<file path="src/rtl/core/sgam_pkg.sv">
`timescale 1ns / 1ps
// ----------------------------------------------------------------------------
// sgam_pkg
// Shared types and constants for the signal grid average mapper.
// ----------------------------------------------------------------------------
package sgam_pkg;

    localparam int GRID_WIDTH  = 256;
    localparam int GRID_HEIGHT = 256;
    localparam int GRID_CELLS  = GRID_WIDTH * GRID_HEIGHT;
    localparam int ADDR_W      = $clog2(GRID_CELLS);

    localparam int CENTRE_COL = ((GRID_WIDTH / 2) > 128) ? 128 : (GRID_WIDTH / 2);
    localparam int CENTRE_ROW = ((GRID_HEIGHT / 2) > 128) ? 128 : (GRID_HEIGHT / 2);

    localparam logic [7:0] BOX_MIN_COL_RST = 8'(CENTRE_COL - 1);
    localparam logic [7:0] BOX_MIN_ROW_RST = 8'(CENTRE_ROW - 1);
    localparam logic [7:0] BOX_MAX_COL_RST = 8'(CENTRE_COL + 2);
    localparam logic [7:0] BOX_MAX_ROW_RST = 8'(CENTRE_ROW + 2);

    localparam logic [7:0]  LEVEL_FULL   = 8'd254;
    localparam logic [7:0]  COUNT_FULL   = 8'd255;
    localparam logic [15:0] PEAK_RST     = 16'd410;
    localparam logic [31:0] Q8_SCALE     = 32'(254 * 256);

    localparam int DIVD_W = 32;
    localparam int DIVS_W = 16;
    localparam int DIV_STEPS_W = $clog2(DIVD_W);

    typedef enum logic [1:0] {
        DIV_SWEEP,
        DIV_Q8,
        DIV_MEAN
    } div_sel_t;

    typedef struct packed {
        logic [7:0]  cell_column;
        logic [7:0]  cell_row;
        logic [15:0] signal_value;
    } in_t;

    typedef struct packed {
        logic [7:0] cell_level;
        logic [7:0] cell_count;
        logic       rescaled;
        logic [7:0] box_left;
        logic [7:0] box_top;
        logic [7:0] box_right;
        logic [7:0] box_bottom;
    } out_t;

    typedef struct packed {
        logic     ld_in;
        logic     chk;
        logic     addr_clr;
        logic     addr_inc;
        logic     sel_sweep;
        logic     clr_we;
        logic     sw_write;
        logic     div_start;
        div_sel_t div_sel;
        logic     ld_q8;
        logic     ld_lvl_direct;
        logic     ld_lvl_div;
        logic     fin;
    } cmd_t;

    typedef struct packed {
        logic addr_last;
        logic raise;
        logic lvl_zero;
        logic cnt_zero;
        logic div_done;
        logic out_busy;
    } sts_t;

endpackage

</file>
<file path="src/rtl/core/sgam_ctrl.sv">
`timescale 1ns / 1ps
// ----------------------------------------------------------------------------
// sgam_ctrl
// Sequencer for the clearing pass, the rescale sweep and the item update.
// ----------------------------------------------------------------------------
module sgam_ctrl (
    input  logic           aclk,
    input  logic           aresetn,
    input  logic           s_valid,
    output logic           s_ready,
    output sgam_pkg::cmd_t cmd,
    input  sgam_pkg::sts_t sts
);

    typedef enum logic [3:0] {
        ST_CLEAR,
        ST_IDLE,
        ST_CHECK,
        ST_SRD,
        ST_SCHK,
        ST_SDIV,
        ST_IRD,
        ST_IQ8,
        ST_IMEAN,
        ST_IMW,
        ST_FIN
    } state_t;

    state_t state_reg, state_next;

    always_comb begin
        state_next = state_reg;
        cmd        = '0;
        cmd.div_sel = sgam_pkg::DIV_SWEEP;
        s_ready    = 1'b0;
        unique case (state_reg)
            ST_CLEAR: begin
                cmd.sel_sweep = 1'b1;
                cmd.clr_we    = 1'b1;
                cmd.addr_inc  = 1'b1;
                if (sts.addr_last) begin
                    state_next = ST_IDLE;
                end
            end
            ST_IDLE: begin
                s_ready      = 1'b1;
                cmd.addr_clr = 1'b1;
                if (s_valid) begin
                    cmd.ld_in  = 1'b1;
                    state_next = ST_CHECK;
                end
            end
            ST_CHECK: begin
                cmd.chk    = 1'b1;
                state_next = sts.raise ? ST_SRD : ST_IRD;
            end
            ST_SRD: begin
                cmd.sel_sweep = 1'b1;
                state_next    = ST_SCHK;
            end
            ST_SCHK: begin
                cmd.sel_sweep = 1'b1;
                if (sts.lvl_zero) begin
                    cmd.addr_inc = 1'b1;
                    state_next   = sts.addr_last ? ST_IRD : ST_SRD;
                end else begin
                    cmd.div_start = 1'b1;
                    cmd.div_sel   = sgam_pkg::DIV_SWEEP;
                    state_next    = ST_SDIV;
                end
            end
            ST_SDIV: begin
                cmd.sel_sweep = 1'b1;
                if (sts.div_done) begin
                    cmd.sw_write = 1'b1;
                    cmd.addr_inc = 1'b1;
                    state_next   = sts.addr_last ? ST_IRD : ST_SRD;
                end
            end
            ST_IRD: begin
                cmd.div_start = 1'b1;
                cmd.div_sel   = sgam_pkg::DIV_Q8;
                state_next    = ST_IQ8;
            end
            ST_IQ8: begin
                if (sts.div_done) begin
                    cmd.ld_q8  = 1'b1;
                    state_next = ST_IMEAN;
                end
            end
            ST_IMEAN: begin
                if (sts.cnt_zero) begin
                    cmd.ld_lvl_direct = 1'b1;
                    state_next        = ST_FIN;
                end else begin
                    cmd.div_start = 1'b1;
                    cmd.div_sel   = sgam_pkg::DIV_MEAN;
                    state_next    = ST_IMW;
                end
            end
            ST_IMW: begin
                if (sts.div_done) begin
                    cmd.ld_lvl_div = 1'b1;
                    state_next     = ST_FIN;
                end
            end
            ST_FIN: begin
                if (!sts.out_busy) begin
                    cmd.fin    = 1'b1;
                    state_next = ST_IDLE;
                end
            end
            default: begin
                state_next = ST_IDLE;
            end
        endcase
    end

    always_ff @(posedge aclk) begin
        if (!aresetn) begin
            state_reg <= ST_CLEAR;
        end else begin
            state_reg <= state_next;
        end
    end

endmodule

</file>
<file path="config.mk">
export PLATFORM = sky130hd
export DESIGN_NAME = sgam_ctrl
export DESIGN_NICKNAME = d
export VERILOG_FILES = /design/src/rtl/core/sgam_pkg.sv /design/src/rtl/core/sgam_ctrl.sv
export SDC_FILE = /design/constraint.sdc
export NUM_CORES = 1
export LEC_CHECK = 0
export ABC_AREA = 1
export BUFFER_PORTS_ARGS = -buffer_cell sky130_fd_sc_hd__buf_2
export CORE_AREA = 2 2 39 41
export CTS_CLUSTER_DIAMETER = 50
export DETAILED_ROUTE_END_ITERATION = 7
export DIE_AREA = 0 0 41 43
export PLACE_DENSITY = 0.75
export SLEW_MARGIN = 20
export SYNTH_ARGS = -nofsm -noshare
export SYNTH_HDL_FRONTEND = slang
export SYNTH_SLANG_ARGS = --single-unit
</file>
<file path="constraint.sdc">
create_clock -name aclk -period 1.6 [get_ports aclk]
set_clock_uncertainty 0.15 [all_clocks]
set_input_delay 0.24 -clock aclk [delete_from_list [all_inputs] [get_ports aclk]]
set_output_delay 0.24 -clock aclk [all_outputs]
set_load 0.005 [all_outputs]
</file>
[Word level (Yosys, flattened, before mapping)]
Cells that the tools add are included.
Cells by class
  equal/unequal tests: 16
  multiplexer cells: 30
  reductions and logical operators: 3
Operators by type and width (number)
  $pmux 4 s11: 1
  $mux 4: 6
  $eq 4x3->1 const B: 4
  $mux 1: 15
  $mux 3: 5
  $eq 4x4->1 const B: 3
  $ne 2x2->1 const B: 6
  $pmux 3 s3: 1
  $eq 4x2->1 const B: 2
  $reduce_and 6->1: 1
  $eq 4x1->1 const B: 1
  $logic_not 4->1: 1
  $reduce_or 4->1: 1
  $pmux 1 s3: 1
  $mux 2: 1
Word-level totals
  register bits after elaboration: 4
  input bits: 9

[Logic depth before layout (Yosys ltp)]
  depth in word-level cells: 3
  gate-level depth with buffers: 8
  gate-level depth less buffers: 8

[Least setup slack after synthesis]
Ideal clock, no wire load.
  path type: reg-to-output
  start point: reg state_reg[2]
  end point: out cmd[10] (netlist bit)
  data arrival time: 951 ps
  data required time: 1210 ps
  slack: 259 ps
  cell stages (with the launch flop): 5
  path through: dfxtp_1 inv_1 nor2_4 nand2_1 o211ai_1
RTL lines
  start: declaration: line sgam_ctrl.sv:29  | state_t state_reg, state_next;
  start signal: assignment: line sgam_ctrl.sv:123  | state_reg <= state_next;
  end: declaration: line sgam_ctrl.sv:11  | output sgam_pkg::cmd_t cmd,

==> out/metrics.cfg <==
[status]
status = complete, but fails checks
violations = setup timing

[floorplanning]
io-pin-count = 24
core_sq_um = 1384
die_area_sq_um = 1763
start_util = 0.3807
fp.dieH_um = 43
die_x_um = 41
rows = 14

[clock_network]
htreeDepth = 1
clk_root_buffer_cell = clkbuf_4
cts_max_path_buffers = 2
clk_pin_slew_ns = 0.04
cts_sinks = 4
clk-insertion-delay-late_ns = 0.24
cts_buffers = 3
cts_tree = done

[route]
wl_per_cell_um = 11.67
via_count = 766
drc = 0
dr.pass1.iters = 4
ant_nets = 0
drtIter0Drc = 10
routed_wl_um = 1774
routed_via_density = 5.039

[timing]
finalHoldViolCount = 0
whs_ns = 0.09087
finalMaxSlewViolations = 0
max_freq_mhz = 598.3
slew_headroom = 0.8575
finalSetupViolations = 6
setup_tns_ns = -0.2249
rsz0062_at_grt = yes
setup_slack_ns = -0.07148
post-route-period-util = 1.045
min_period_ns = 1.671
tightest_slew_ns = 0.2133

[synth]
netlist.area_leader.share = 0.1781
yosysTopAreaCell = nand2_1
synth_cell_type_count = 17
syn_nets = 107
synth_seq_cells = 4
syn_inst = 98
ys_top_cells_by_area = nand2_1 18%, dfxtp_1 15%, nand3_1 13%, inv_1 11%, nor2_1 11%
seq_area_frac_synth = 0.1520
avgSynthCellArea_sq_um = 5.375
synth_area_sq_um = 526.8
synth_warnings = 0

[layout]
antennaDiodeCount = 0
final_layout_size_suffix_gt1_frac = 0.5441
nNetsFinal = 147
final_cell_mix = 21 x buf_2, 19 x nand2_1, 13 x nor2_1
fin_area_sq_um = 895.9
stdcell_count = 152
largest_reg_flops = 4
layout_commonest_cell = buf_2
finalCoreUtilization = 0.6474
synthToLayoutAreaGrowth_pct = 70.07

[placed_design]
port_buffers = 23
placed_area_sq_um = 669.4
gp_congestion = 0.8789
numPlacedInstances = 138
dpl_worst_slack_ns = 0.09277
dpl.hpwl_um = 1184

[hold_path]
hold_path.class = in -> reg
hold_start = aresetn

[global_routing]
overflow = 0
grt_usage = 0.2156
grt_max_degree = 8
grt_pass1_vias = 639
antenna_found_initial = 0
grt_pass1_wl_um = 2601

[critical_path]
cp.arrival_ns = 1.28
required_ns = 1.21
path_cells = nor2_4 -> buf_6 -> nand3_2 -> nand2_1 -> nor2_1 -> inv_2 -> buf_6
rr_startpoint = state_reg[2]$_SDFFE_PN0P_
critical_path.max_fanout = 7
slowest_stage = dfxtp_4
slowest_delay_ns = 0.38
crit_start = state_reg[1]$_SDFFE_PN0P_
worstSetupStartpointType = register
cp_common_cell = buf_6
crit_type = reg -> out
worst_setup_path_end_kind = output port

[flow_run]
cap_violations = 0

[pwr]
power.leakage_nw = 0.5152
power_density_nw_per_um2 = 1795
ir_drop_v = 0.0009097
finalPower_mw = 1.608

-- path summary, 6_finish.rpt --
check	to	slack (ns)	cells after the start
worst min register to register	state_reg[2]$_SDFFE_PN0P_	0.39	2
worst max register to register	state_reg[3]$_SDFFE_PN0P_	0.09	10
worst min-delay path	state_reg[3]$_SDFFE_PN0P_	0.09	3
worst max-delay path	cmd[6]	-0.07	7
-- report_power, final --
group          switching [mW]  leakage, nW  internal [mW]
registers              0.0878       0.0356          0.163
clock network          0.0454       0.0138         0.0841
logic                   0.671        0.466          0.556
total                   0.805        0.515          0.804
-- cells in the mapped netlist, drive strengths merged --
cell type / number
a21oi: 6
buf: 1
dfxtp: 4
inv: 19
nand2: 28
nand3: 14
nor2: 22
nor3: 1
o2111ai: 1
o211ai: 1
o21ai: 1
-- cells by family (layout without fill, tap and decap cells) --
group / after synthesis / in the layout / synth area share
simple gates: 65 / 65 / 0.5938
buf+inv: 20 / 58 / 0.1496
compound gates: 9 / 9 / 0.1045
flops: 4 / 4 / 0.1520
-- repair_timing --
| action | 4_1_cts | 5_1_grt |
|---|---|---|
| hold buffers | 0 | 0 |
| pin swaps | 6 | 10 |
| gates resized for setup | 14 | 20 |
| endpoints found under the hold margin | 0 | 0 |
| buffers inserted | 6 | 5 |
| endpoints found under the setup margin | 12 | 15 |
-- metal layers --
layer | share of wire | vias to the layer above | wire length (um) | GRT usage
met5 | 0 | - | 0 | 0
met4 | 0.012 | 0 | 22 | 0.08000
met2 | 0.51 | 32 | 897 | 0.3500
li1 | - | 384 | - | -
met3 | 0.059 | 3 | 105 | 0.03141
met1 | 0.42 | 347 | 748 | 0.2724
-- critical path, delay by kind of cell, from the launching register on --
family | cells | cell delay, ns
flip-flops | 1 | 0.38
buffers and inverters | 3 | 0.27
AND/OR/NAND/NOR | 4 | 0.39
-- final cells by class --
class,instances,area [sq um]
fillers,129,488.0
multi-input cells,74,435.4
repair buffers,36,249.0
flip-flops and latches,4,95.09
inverters,19,73.82
clock buffers,3,22.52
well taps,16,20.02
Power figures use the tool's default switching activity.
